## src/hw/rtl/rbr_pkg.sv

```systemverilog
package rbr_pkg;

	localparam logic [2:0] ACT_PUSH    = 3'd0;
	localparam logic [2:0] ACT_READ    = 3'd1;
	localparam logic [2:0] ACT_PEEK    = 3'd2;
	localparam logic [2:0] ACT_DISCARD = 3'd3;
	localparam logic [2:0] ACT_ALIGN   = 3'd4;

	localparam logic [4:0] MAX_LEN  = 5'd16;
	localparam logic [4:0] BYTE_LEN = 5'd8;

	typedef struct packed {
		logic [2:0] action;
		logic [7:0] byte_in;
		logic [4:0] bit_len;
	} item_t;

	typedef struct packed {
		logic [15:0] bits_out;
		logic [11:0] bits_held;
		logic        overflow;
		logic        underflow;
	} result_t;

	typedef enum logic [2:0] {
		S_IDLE  = 3'b001,
		S_FETCH = 3'b010,
		S_FIN   = 3'b100
	} state_t;

endpackage

```

## src/hw/rtl/rbr_ram.sv

```systemverilog
module rbr_ram #(
	parameter int WIDTH = 8,
	parameter int DEPTH = 256
) (
	input  logic                     clk,
	input  logic                     wr_en,
	input  logic [$clog2(DEPTH)-1:0] wr_addr,
	input  logic [WIDTH-1:0]         wr_data,
	input  logic                     rd_en,
	input  logic [$clog2(DEPTH)-1:0] rd_addr,
	output logic [WIDTH-1:0]         rd_data
);

	logic [WIDTH-1:0] mem [DEPTH];

	always_ff @(posedge clk) begin
		if (wr_en) begin
			mem[wr_addr] <= wr_data;
		end
		if (rd_en) begin
			rd_data <= mem[rd_addr];
		end
	end

endmodule

```

## src/hw/rtl/rbr_exec.sv

```systemverilog
module rbr_exec #(
	parameter int RING_BYTES = 256
) (
	input  rbr_pkg::item_t                        item,
	input  logic [$clog2(RING_BYTES)-1:0]         rd_idx,
	input  logic [$clog2(RING_BYTES)-1:0]         wr_idx,
	input  logic [2:0]                            off,
	input  logic [$clog2(8*RING_BYTES+1)-1:0]     cnt,
	input  logic [23:0]                           win,
	output rbr_pkg::result_t                      res,
	output logic                                  push_ok,
	output logic [$clog2(RING_BYTES)-1:0]         rd_idx_nxt,
	output logic [$clog2(RING_BYTES)-1:0]         wr_idx_nxt,
	output logic [2:0]                            off_nxt,
	output logic [$clog2(8*RING_BYTES+1)-1:0]     cnt_nxt
);

	localparam int IW = $clog2(RING_BYTES);
	localparam int CW = $clog2(8*RING_BYTES+1);
	localparam logic [IW:0] RingLen = (IW+1)'(RING_BYTES);
	localparam logic [CW:0] FullLim = (CW+1)'(8*(RING_BYTES-1));

	logic [4:0]    len;
	logic [30:0]   sh;
	logic [15:0]   w16;
	logic          need;
	logic [4:0]    n;
	logic [4:0]    pos;
	logic [IW:0]   rd_sum;
	logic [IW:0]   wr_sum;
	logic [CW+4:0] n_ext;
	logic [CW+4:0] cnt_ext;
	logic [CW+4:0] cnt_sub;
	logic [CW+11:0] held_ext;

	always_comb begin
		len = (item.bit_len > rbr_pkg::MAX_LEN) ? rbr_pkg::MAX_LEN : item.bit_len;
		// window: top 16 bits below the bit offset of three ring bytes
		sh  = {7'd0, win} << off;
		w16 = sh[23:8];

		need = 1'b0;
		n    = 5'd0;

		res.bits_out  = 16'd0;
		res.overflow  = 1'b0;
		res.underflow = 1'b0;
		push_ok       = 1'b0;
		rd_idx_nxt    = rd_idx;
		wr_idx_nxt    = wr_idx;
		off_nxt       = off;
		cnt_nxt       = cnt;

		wr_sum = {1'b0, wr_idx} + (IW+1)'(1);
		if (wr_sum >= RingLen) begin
			wr_sum = wr_sum - RingLen;
		end

		case (item.action)
			rbr_pkg::ACT_PUSH: begin
				if (({1'b0, cnt} + (CW+1)'(off)) > FullLim) begin
					res.overflow = 1'b1;
				end else begin
					push_ok    = 1'b1;
					wr_idx_nxt = wr_sum[IW-1:0];
					cnt_nxt    = cnt + CW'(8);
				end
			end
			rbr_pkg::ACT_READ: begin
				if (len != 5'd0) begin
					res.bits_out = w16 >> (rbr_pkg::MAX_LEN - len);
					need         = 1'b1;
					n            = len;
				end
			end
			rbr_pkg::ACT_PEEK: begin
				res.bits_out = w16;
			end
			rbr_pkg::ACT_DISCARD: begin
				need = 1'b1;
				n    = len;
			end
			rbr_pkg::ACT_ALIGN: begin
				if (off != 3'd0) begin
					need = 1'b1;
					n    = rbr_pkg::BYTE_LEN - {2'b00, off};
				end
			end
			default: begin
			end
		endcase

		n_ext   = {{CW{1'b0}}, n};
		cnt_ext = {5'd0, cnt};
		cnt_sub = cnt_ext - n_ext;
		pos     = {2'b00, off} + n;
		rd_sum  = {1'b0, rd_idx} + (IW+1)'(pos[4:3]);
		if (rd_sum >= RingLen) begin
			rd_sum = rd_sum - RingLen;
		end

		if (need) begin
			if (n_ext > cnt_ext) begin
				// flush on underflow
				res.underflow = 1'b1;
				rd_idx_nxt    = wr_idx;
				off_nxt       = 3'd0;
				cnt_nxt       = '0;
			end else begin
				rd_idx_nxt = rd_sum[IW-1:0];
				off_nxt    = pos[2:0];
				cnt_nxt    = cnt_sub[CW-1:0];
			end
		end

		held_ext      = {12'd0, cnt_nxt};
		res.bits_held = held_ext[11:0];
	end

endmodule

```

## src/hw/rtl/ring_bitstream_reader.sv

```systemverilog
// push, discard, align, zero-length read: idle, then the finish state, where the result is registered once
// the output register is free or being read; the next item is taken back in idle
// read and peek: idle, the fetch state, then the finish state; no new item is taken before idle again;
// the fetch makes three reads of the byte ring through its read port for the 24-bit window
// a result waiting in the output register does not stop the next item from being taken
// arst_n clears indices, bit offset, bit count and control; ring contents are not cleared
module ring_bitstream_reader #(
	parameter int RING_BYTES = 256
) (
	input  logic             clk,
	input  logic             arst_n,
	input  logic             item_valid,
	output logic             item_ready,
	input  rbr_pkg::item_t   item,
	output logic             result_valid,
	input  logic             result_ready,
	output rbr_pkg::result_t result
);

	localparam int IW = $clog2(RING_BYTES);
	localparam int CW = $clog2(8*RING_BYTES+1);
	localparam logic [IW:0] RingLen = (IW+1)'(RING_BYTES);

	rbr_pkg::state_t  state_q;
	rbr_pkg::item_t   item_q;
	rbr_pkg::result_t out_q;
	rbr_pkg::result_t res;
	logic             out_valid_q;
	logic [IW-1:0]    rd_idx_q;
	logic [IW-1:0]    wr_idx_q;
	logic [2:0]       off_q;
	logic [CW-1:0]    cnt_q;
	logic [1:0]       fcnt_q;
	logic [23:0]      win_q;

	logic [IW-1:0]    rd_idx_nxt;
	logic [IW-1:0]    wr_idx_nxt;
	logic [2:0]       off_nxt;
	logic [CW-1:0]    cnt_nxt;
	logic             push_ok;
	logic             commit;
	logic             accept;
	logic             ram_we;
	logic             ram_re;
	logic [IW-1:0]    ram_raddr;
	logic [7:0]       ram_rdata;
	logic [IW:0]      addr_sum;

	assign item_ready   = (state_q == rbr_pkg::S_IDLE);
	assign accept       = item_valid && item_ready;
	assign commit       = (state_q == rbr_pkg::S_FIN) && (!out_valid_q || result_ready);
	assign ram_we       = commit && push_ok;
	assign ram_re       = (state_q == rbr_pkg::S_FETCH) && (fcnt_q != 2'd3);
	assign result_valid = out_valid_q;
	assign result       = out_q;

	// ring byte at read index plus fetch step, wrapped
	always_comb begin
		addr_sum = {1'b0, rd_idx_q} + (IW+1)'(fcnt_q);
		if (addr_sum >= RingLen) begin
			addr_sum = addr_sum - RingLen;
		end
		ram_raddr = addr_sum[IW-1:0];
	end

	rbr_ram #(
		.WIDTH (8),
		.DEPTH (RING_BYTES)
	) u_ram (
		.clk     (clk),
		.wr_en   (ram_we),
		.wr_addr (wr_idx_q),
		.wr_data (item_q.byte_in),
		.rd_en   (ram_re),
		.rd_addr (ram_raddr),
		.rd_data (ram_rdata)
	);

	rbr_exec #(
		.RING_BYTES (RING_BYTES)
	) u_exec (
		.item       (item_q),
		.rd_idx     (rd_idx_q),
		.wr_idx     (wr_idx_q),
		.off        (off_q),
		.cnt        (cnt_q),
		.win        (win_q),
		.res        (res),
		.push_ok    (push_ok),
		.rd_idx_nxt (rd_idx_nxt),
		.wr_idx_nxt (wr_idx_nxt),
		.off_nxt    (off_nxt),
		.cnt_nxt    (cnt_nxt)
	);

	always_ff @(posedge clk) begin
		if (accept) begin
			item_q <= item;
		end
		if ((state_q == rbr_pkg::S_FETCH) && (fcnt_q != 2'd0)) begin
			win_q <= {win_q[15:0], ram_rdata};
		end
		if (commit) begin
			out_q <= res;
		end
	end

	always_ff @(posedge clk or negedge arst_n) begin
		if (!arst_n) begin
			state_q     <= rbr_pkg::S_IDLE;
			out_valid_q <= 1'b0;
			rd_idx_q    <= '0;
			wr_idx_q    <= '0;
			off_q       <= 3'd0;
			cnt_q       <= '0;
			fcnt_q      <= 2'd0;
		end else begin
			// a new result may replace the one taken in the same cycle
			if (commit) begin
				out_valid_q <= 1'b1;
			end else if (result_valid && result_ready) begin
				out_valid_q <= 1'b0;
			end
			case (state_q)
				rbr_pkg::S_IDLE: begin
					if (accept) begin
						fcnt_q <= 2'd0;
						if ((item.action == rbr_pkg::ACT_PEEK) ||
						    ((item.action == rbr_pkg::ACT_READ) && (item.bit_len != 5'd0))) begin
							state_q <= rbr_pkg::S_FETCH;
						end else begin
							state_q <= rbr_pkg::S_FIN;
						end
					end
				end
				rbr_pkg::S_FETCH: begin
					fcnt_q <= fcnt_q + 2'd1;
					if (fcnt_q == 2'd3) begin
						state_q <= rbr_pkg::S_FIN;
					end
				end
				rbr_pkg::S_FIN: begin
					if (commit) begin
						rd_idx_q    <= rd_idx_nxt;
						wr_idx_q    <= wr_idx_nxt;
						off_q       <= off_nxt;
						cnt_q       <= cnt_nxt;
						state_q     <= rbr_pkg::S_IDLE;
					end
				end
				default: begin
					state_q <= rbr_pkg::S_IDLE;
				end
			endcase
		end
	end

endmodule

```

## config.mk

```make
export PLATFORM = sky130hd
export DESIGN_NAME = ring_bitstream_reader
export DESIGN_NICKNAME = d
export VERILOG_FILES = /design/src/hw/rtl/rbr_pkg.sv /design/src/hw/rtl/rbr_ram.sv /design/src/hw/rtl/rbr_exec.sv /design/src/hw/rtl/ring_bitstream_reader.sv
export SDC_FILE = /design/constraint.sdc
export NUM_CORES = 2
export LEC_CHECK = 0
export BUFFER_PORTS_ARGS = -buffer_cell sky130_fd_sc_hd__buf_2
export CAP_MARGIN = 30
export CORE_MARGIN = 2
export CORE_UTILIZATION = 45
export CTS_BUF_LIST = sky130_fd_sc_hd__clkbuf_8 sky130_fd_sc_hd__clkbuf_16
export DETAILED_ROUTE_END_ITERATION = 7
export GPL_TIMING_DRIVEN = 0
export HOLD_SLACK_MARGIN = 0.03
export SYNTH_ARGS = -nofsm -noshare
export SYNTH_HDL_FRONTEND = slang
export SYNTH_HIERARCHICAL = 1
export SYNTH_SLANG_ARGS = --single-unit
```

## constraint.sdc

```tcl
create_clock -name clk -period 4.74 [get_ports clk]
set_clock_uncertainty 0.1 [all_clocks]
set_input_delay 0.711 -clock clk [delete_from_list [all_inputs] [get_ports clk]]
set_output_delay 0.711 -clock clk [all_outputs]
set_load 0.01 [all_outputs]
```

=== Word-level counts from Yosys, hierarchy flattened ===
Memory sizes are Yosys's and may differ from the RTL's. A register that Yosys moved wholly into a read port is not among the register bits.
Cells that the tools add are included.

* Flip-flop bits (word level): 107
* Bits in writable memories: 2,048
* Input port bits: 20
* Output and inout port bits: 32
* Logic and storage cells: 107
* Memories: 1

{| class="wikitable"
|+ Memory list
! name !! words !! width !! rd ports !! clocked after memory_dff !! wr ports !! line !! source
|-
| u_ram.mem || 256 || 8 || 1 || 1 || 1 || rbr_ram.sv:14 || <nowiki>logic [WIDTH-1:0] mem [DEPTH];</nowiki>
|}

* Add/subtract/negate cells: 13
* Magnitude comparators: 6
* Eq/ne operators: 14
* Shifts and indexed selects: 2
* Muxes and demuxes: 33
* Bitwise logic cells: 1
* Reduce and logical (&&, ||, !) cells: 22

{| class="wikitable"
|+ Operator list
! kind !! number
|-
| 12-bit 2-to-1 mux || 4
|-
| 8-bit 2-to-1 mux || 4
|-
| 16-bit case mux with 2 select lines || 1
|-
| 9-bit greater-or-equal comparator (second input constant) || 3
|-
| 24-bit by 3-bit << shifter with 24-bit output || 1
|-
| 8-bit by 1-bit subtractor with 8-bit output (second input constant) || 3
|-
| 8-bit by 2-bit adder with 9-bit output || 2
|-
| 16-bit 2-to-1 mux || 1
|-
| 16-bit by 5-bit >> shifter with 16-bit output || 1
|-
| 3-bit 2-to-1 mux || 5
|-
| 5-bit 2-to-1 mux || 3
|-
| 5-bit case mux with 3 select lines || 1
|-
| 12-bit by 3-bit adder with 13-bit output || 1
|-
| 13-bit by 11-bit greater-than comparator with 1-bit output (second input constant) || 1
|-
| 12-bit by 4-bit adder with 12-bit output (second input constant) || 1
|-
| 3-bit by 2-bit equality test with 1-bit output (second input constant) || 4
|-
| 5-bit by 12-bit greater-than comparator with 1-bit output || 1
|-
| 12-bit by 5-bit subtractor with 12-bit output || 1
|-
| 1-bit 2-to-1 mux || 10
|-
| 5-bit nonzero test || 2
|-
| 8-bit by 1-bit adder with 9-bit output (second input constant) || 1
|-
| 3-bit by 1-bit equality test with 1-bit output (second input constant) || 3
|-
| 3-bit case mux with 3 select lines || 1
|-
| 1-bit logical AND || 7
|-
| 21 further kinds || 29
|}

=== Depth between registers and ports, before layout ===
* Word-level depth: 10
* Gate-level depth with buffers: 21
* Mapped depth without buffers: 19

=== Modules after synthesis ===
The synthesis kept the hierarchy.

{| class="wikitable"
|+ By module, submodules not included
! module !! instances !! cells an instance !! area an instance (um^2) !! sequential area each (um^2)
|-
| rbr_ram || 1 || 3,733 || 79,636.4 || 61,739.2
|-
| ring_bitstream_reader || 1 || 202 || 3,926.3 || 3,029.2
|-
| rbr_exec || 1 || 477 || 3,442.1 || 0.0
|}

=== Worst setup path after synthesis ===
No wires, ideal clock.

* Path kind: flip-flop to flip-flop
* Start: register off_q[1]
* End: register rd_idx_q[3]
* Library setup time: 0.125 ns
* Arrival time: 4.400 ns
* Data required time: 4.515 ns
* Setup slack: 0.115 ns
* Cell stages (with the launch flop): 20
* Path buffers: 4
* Clock period less this slack: 4.625 ns
* Cell sequence: dfrtp_1 > buf_6 > buf_2 > inv_1 > ha_1 > ha_1 > nor4b_1 > a22o_1 > ha_1 > inv_1 > fa_1 > a211oi_1 > o21a_1 > and2_1 > clkbuf_1 > clkbuf_1 > o21ai_0 > nand2_1 > o21ai_0 > mux2_4

* Cells in the longest elaborated chain, start to end: 8
* Elaborated cells on any way between the ends: 14
* Those cells by class: 4 x add/sub; 2 x order compare; 6 x mux; 2 x reduce/logical

{| class="wikitable"
|+ RTL lines
! item !! line !! source
|-
| from (decl) || ring_bitstream_reader.sv:31 || <nowiki>logic [2:0] off_q;</nowiki>
|-
| from (signal assigned) || ring_bitstream_reader.sv:146 || <nowiki>off_q <= off_nxt;</nowiki>
|-
| 4-bit by 3-bit subtractor with 5-bit output / 3-bit nonzero test (equally long branches) || rbr_exec.sv:86, rbr_exec.sv:84 ||
|-
| 5-bit 2-to-1 mux || rbr_exec.sv:84 || <nowiki>if (off != 3'd0) begin</nowiki>
|-
| 5-bit case mux with 3 select lines || rbr_exec.sv:59 || <nowiki>case (item.action)</nowiki>
|-
| 3-bit by 5-bit adder with 5-bit output || rbr_exec.sv:96 || <nowiki>pos = {2'b00, off} + n;</nowiki>
|-
| 8-bit by 2-bit adder with 9-bit output || rbr_exec.sv:97 || <nowiki>rd_sum = {1'b0, rd_idx} + (IW+1)'(pos[4:3]);</nowiki>
|-
| 8-bit by 1-bit subtractor with 8-bit output / 9-bit greater-or-equal comparator (equally long branches) || rbr_exec.sv:99, rbr_exec.sv:98 ||
|-
| 8-bit 2-to-1 mux || rbr_exec.sv:98 || <nowiki>if (rd_sum >= RingLen) begin</nowiki>
|-
| 8-bit 2-to-1 mux || rbr_exec.sv:103 || <nowiki>if (n_ext > cnt_ext) begin</nowiki>
|-
| to (signal assigned) || ring_bitstream_reader.sv:144 || <nowiki>rd_idx_q <= rd_idx_nxt;</nowiki>
|-
| to (decl) || ring_bitstream_reader.sv:29 || <nowiki>logic [IW-1:0] rd_idx_q;</nowiki>
|}

Several ways; a longest one is shown, not always the timed one.
A chain may end at the register's enable or synchronous reset.

=== Final worst setup path ===
* Start: register fcnt_q[0]
* End: register u_ram.rd_data[5], read port of u_ram.mem (data pin)

* Cells in the longest elaborated chain, start to end: 3
* Elaborated cells on any way between the ends: 6
* Those cells by class: 2 x add/sub; 1 x order compare; 1 x eq/ne; 1 x mux; 1 x reduce/logical

{| class="wikitable"
|+ RTL lines
! item !! line !! source
|-
| from (decl) || ring_bitstream_reader.sv:33 || <nowiki>logic [1:0] fcnt_q;</nowiki>
|-
| from (signal assigned) || ring_bitstream_reader.sv:137 || <nowiki>fcnt_q <= fcnt_q + 2'd1;</nowiki>
|-
| 8-bit by 2-bit adder with 9-bit output (*) || ring_bitstream_reader.sv:59 || <nowiki>addr_sum = {1'b0, rd_idx_q} + (IW+1)'(fcnt_q);</nowiki>
|-
| 8-bit by 1-bit subtractor with 8-bit output / 9-bit greater-or-equal comparator (equally long branches) || ring_bitstream_reader.sv:61, ring_bitstream_reader.sv:60 ||
|-
| 8-bit 2-to-1 mux (*) || ring_bitstream_reader.sv:60 || <nowiki>if (addr_sum >= RingLen) begin</nowiki>
|-
| named net addr_sum[4] || ring_bitstream_reader.sv:47 || <nowiki>logic [IW:0] addr_sum;</nowiki>
|-
| to (decl) || rbr_ram.sv:11 || <nowiki>output logic [WIDTH-1:0] rd_data</nowiki>
|}

Mark *: on every way through the listed nets, which the timed path passes. The rest lies on a longest branch.

==> out/metrics.json <==
{
  "cts_max_path_buffers": {"value": 3},
  "worst_pin_slew": {"value": 1.02, "unit": "ns"},
  "maximum_vdd_ir_drop": {"value": 0.484, "unit": "mV"},
  "path_max_fanout": {"value": 10},
  "drt-wirelength-per-cell": {"value": 34.8, "unit": "microns"},
  "global_route.overflow_total": {"value": 0},
  "synth_seq_cells": {"value": 2163},
  "synth_nets": {"value": 4460},
  "timing.critical_path.slowest_stage_cell": {"value": "sky130_fd_sc_hd__clkbuf_1"},
  "die_height": {"value": 444, "unit": "microns"},
  "timing.critical_path.cells": {"value": "ha_2, fa_1, nand3_1, xnor2_1, buf_4, nand2b_1, clkbuf_1, a211oi_1, a311oi_1, o221ai_1, a211oi_1, buf_2, nor4_2"},
  "route.vias.total": {"value": 48400},
  "synth_flop_cell": {"value": "sky130_fd_sc_hd__edfxtp_1"},
  "vias_per_cell": {"value": 6.34},
  "ant_nets": {"value": 0},
  "tritoncts.num_buffers": {"value": 219},
  "cts_max_level": {"value": 4},
  "timing_max_transition_violations_final": {"value": 0},
  "cts.reportedPaths.clkPinSlew": {"value": 0.06, "unit": "ns"},
  "number_of_global_route_vias_before_repair": {"value": 47200},
  "avgSynthCellArea": {"value": 19.7, "unit": "sq um"},
  "netlist_top_cells_count": {"value": "2126 x sky130_fd_sc_hd__edfxtp_1, 471 x sky130_fd_sc_hd__mux4_2, 315 x sky130_fd_sc_hd__nor2_1"},
  "setup.worst_path.class": {"value": "register to register"},
  "finalCritPeriodShare": {"value": 103, "unit": "%"},
  "synthToLayoutAreaGrowth": {"value": 19.5, "unit": "%"},
  "critical_path.reg2reg.endpoint": {"value": "u_ram/rd_data[5]"},
  "die_width": {"value": 444, "unit": "microns"},
  "cts_root_buffer": {"value": "sky130_fd_sc_hd__clkbuf_16"},
  "final_critical_path_setup_slack": {"value": -0.153, "unit": "ns"},
  "final_layout_size_suffix_gt1_share": {"value": 30.8, "unit": "%"},
  "grt_usage": {"value": 26.8, "unit": "%"},
  "violations_in_the_final_reports": {"value": "negative setup slack"},
  "post_synth_top_area_share": {"value": 73.4, "unit": "%"},
  "ys_warn_count": {"value": 6},
  "crit_path_start_kind": {"value": "register"},
  "finalHoldWorstSlack": {"value": 0.0643, "unit": "ns"},
  "drcViolationCount": {"value": 0},
  "r2r_setup_slack": {"value": -0.15, "unit": "ns"},
  "critical_path_arrival": {"value": 5.32, "unit": "ns"},
  "grt_pass1_wl": {"value": 366000, "unit": "microns"},
  "critical-path-max-stage-delay": {"value": 0.73, "unit": "ns"},
  "end_kind": {"value": "register"},
  "dp.final_hpwl": {"value": 186000, "unit": "microns"},
  "placement.io_buffers": {"value": 51},
  "cp_data_required_time": {"value": 5.17, "unit": "ns"},
  "drt_first_iter_violations": {"value": 6950},
  "seq_area_frac_synth": {"value": 74.4, "unit": "%"},
  "reg2reg_from": {"value": "fcnt_q[0]"},
  "total_wirelength": {"value": 266000, "unit": "microns"},
  "design.final.nets": {"value": 4962},
  "total_of_max_cap_violations": {"value": 0},
  "synth_cell_type_count": {"value": 88},
  "synth_most_common_cell": {"value": "sky130_fd_sc_hd__edfxtp_1"},
  "setup_repair_after_global_routing_missed_its_margin": {"value": "yes"},
  "run_status": {"value": "finished, violations left"},
  "drt_first_pass_iters": {"value": 8},
  "initial_core_util": {"value": 45.2, "unit": "%"},
  "cp_startpoint": {"value": "fcnt_q[0]"},
  "synth-edff-count": {"value": 2126},
  "synthCells": {"value": 4412},
  "worst_r2r_path_depth": {"value": 13},
  "gp_congestion": {"value": 0.943},
  "max_clk_rate": {"value": 204, "unit": "MHz"},
  "power.leakage": {"value": 32.8, "unit": "nW"},
  "clock_insertion_delay_worst_skew": {"value": 0.89, "unit": "ns"},
  "cellPowerDensity": {"value": 541, "unit": "nW/um^2"},
  "mappedNetlistArea": {"value": 87000, "unit": "sq um"},
  "crit_path_frequent_cell": {"value": "sky130_fd_sc_hd__a211oi_1"},
  "setup_viol": {"value": 5},
  "design.die.area": {"value": 197000, "unit": "sq um"},
  "final_core_util": {"value": 54.0, "unit": "%"},
  "placementRows": {"value": 161},
  "asyncSetResetFlopFracSynth": {"value": 1.71, "unit": "%"},
  "timing.hold.worst.class": {"value": "primary input to async pin"},
  "endpoint": {"value": "u_ram/rd_data[5]"},
  "synth.largest_area_cell": {"value": "sky130_fd_sc_hd__edfxtp_1"},
  "synthTopCellsByArea": {"value": "sky130_fd_sc_hd__edfxtp_1 73%, sky130_fd_sc_hd__mux4_2 12%, sky130_fd_sc_hd__mux2i_1 2.0%"},
  "num_clock_sinks": {"value": 2163},
  "timing.slew.headroom": {"value": 32.0, "unit": "%"},
  "maximum_number_of_pins_on_one_net_before_global_route_repair": {"value": 38},
  "antenna_found_initial": {"value": 8},
  "tritoncts": {"value": "yes"},
  "finalHoldViolations": {"value": 0},
  "core": {"value": 192000, "unit": "sq um"},
  "period_needed": {"value": 4.89, "unit": "ns"},
  "fillers": {"value": 14600},
  "ioPinCount": {"value": 52}
}
flip-flops by register name, summed over array words and instances (netlist names):
name and flops:
fcnt_q 2, state_q 3, u_ram/mem 2048, cnt_q 12, result 30, rd_idx_q 8, off_q 3, wr_idx_q 8
item_q 16, u_ram/rd_data 8, result_valid 1, win_q 24
report_power, final:
part / total, mW / internal, mW / switching, mW / leakage [nW]
Sequential: 21.7 / 21.5 / 0.192 / 19.6
Clock: 16.6 / 9.30 / 7.33 / 3.61
Combinational: 17.9 / 7.13 / 10.8 / 9.60
Total: 56.3 / 38.0 / 18.3 / 32.8
layout by cell type (no fill, tap or decap), types with 44 or more instances in the layout:
cell | netlist | layout
sky130_fd_sc_hd__buf_2 | 38 | 85
sky130_fd_sc_hd__clkbuf_16 | 0 | 231
sky130_fd_sc_hd__buf_6 | 25 | 46
sky130_fd_sc_hd__nor2_1 | 315 | 102
sky130_fd_sc_hd__nor2_4 | 0 | 182
sky130_fd_sc_hd__clkbuf_2 | 0 | 44
sky130_fd_sc_hd__mux4_2 | 471 | 471
sky130_fd_sc_hd__mux2i_1 | 171 | 171
sky130_fd_sc_hd__nand2_1 | 85 | 84
sky130_fd_sc_hd__buf_16 | 0 | 86
sky130_fd_sc_hd__nand3_1 | 58 | 49
sky130_fd_sc_hd__clkbuf_1 | 135 | 61
sky130_fd_sc_hd__a22oi_1 | 133 | 132
sky130_fd_sc_hd__a21oi_1 | 133 | 129
sky130_fd_sc_hd__edfxtp_1 | 2126 | 2126
sky130_fd_sc_hd__buf_4 | 39 | 95
sky130_fd_sc_hd__clkinv_1 | 2 | 54
sky130_fd_sc_hd__buf_8 | 13 | 47
sky130_fd_sc_hd__inv_1 | 30 | 87
sky130_fd_sc_hd__o221ai_1 | 47 | 47
cell families after synthesis:
group	count (synthesis)	synth area share (%)
xor gates and xnor gates	23	0.232
AOI/OAI and AO/OA	538	4.31
adders and majority gates	28	0.446
and+or+nand+nor	656	3.51
muxes	688	14.9
buffers and inverters	316	2.12
DFF	2163	74.4
worst min path at each step:
stage                                start       end  slack [ns]  cells after the start
after floorplan           u_ram/rd_data[0]  win_q[0]        0.30                      0
after global placement    u_ram/rd_data[5]  win_q[5]        0.30                      0
after detailed placement  u_ram/rd_data[0]  win_q[0]        0.30                      0
after CTS                 u_ram/rd_data[5]  win_q[5]        0.28                      0
after global routing                arst_n  cnt_q[4]        0.06                      2
final                               arst_n  cnt_q[4]        0.06                      2
metal layers:
metal  track usage, %  vias up  share of wire [%]
met1             36.5    25600                 38
li1                 -    19400                  -
met3             5.80      563                 10
met5            0.317        -              0.040
met2             41.9     2829                 47
met4             11.3        4                4.9
stage by stage:
stage,total power [mW],setup TNS (ns),instances,cell area (sq um),worst slack [ns]
global route,57.6,-0.696,7627,104000,-0.108
finish,56.3,-0.447,7630,104000,-0.153
floorplan,32.1,0,4412,87000,0.115
detailed placement,39.3,-2834.27,7143,93600,-1.99
CTS,56.2,-4.82,7607,103000,-0.120
global placement,38.7,-9977.34,6989,90400,-3.57
cell type report:
cell class / instances / area, sq um / share of cell area, %
Buffer: 278 / 2180 / 2.10
Clock buffer: 220 / 5510 / 5.29
Clock inverter: 187 / 1430 / 1.37
Antenna cell: 4 / 10.0 / 0.00963
Tap cell: 2526 / 3160 / 3.04
Sequential cell: 2163 / 64800 / 62.3
Timing Repair Buffer: 285 / 4400 / 4.23
Inverter: 34 / 133 / 0.128
Multi-Input combinational cell: 1933 / 22400 / 21.5
repair_timing:
item / CTS / global route
endpoints found under the hold margin: 54 / 0
resized for setup: 533 / 110
pin swaps: 29 / 9
endpoints found under the setup margin: 2092 / 1904
hold buffers: 19 / 0
cloned: 1 / 2
buffers inserted: 39 / 8
critical path, delay by kind of cell (launching register included):
kind                       cells  cell delay (ns)
xor gates and xnor gates       1             0.16
buffers and inverters          3             1.37
DFF                            1             0.45
AOI/OAI and AO/OA              4             1.29
adders and majority gates      2             0.67
and+or+nand+nor                3             0.50
(Power assumes the default switching activity.)
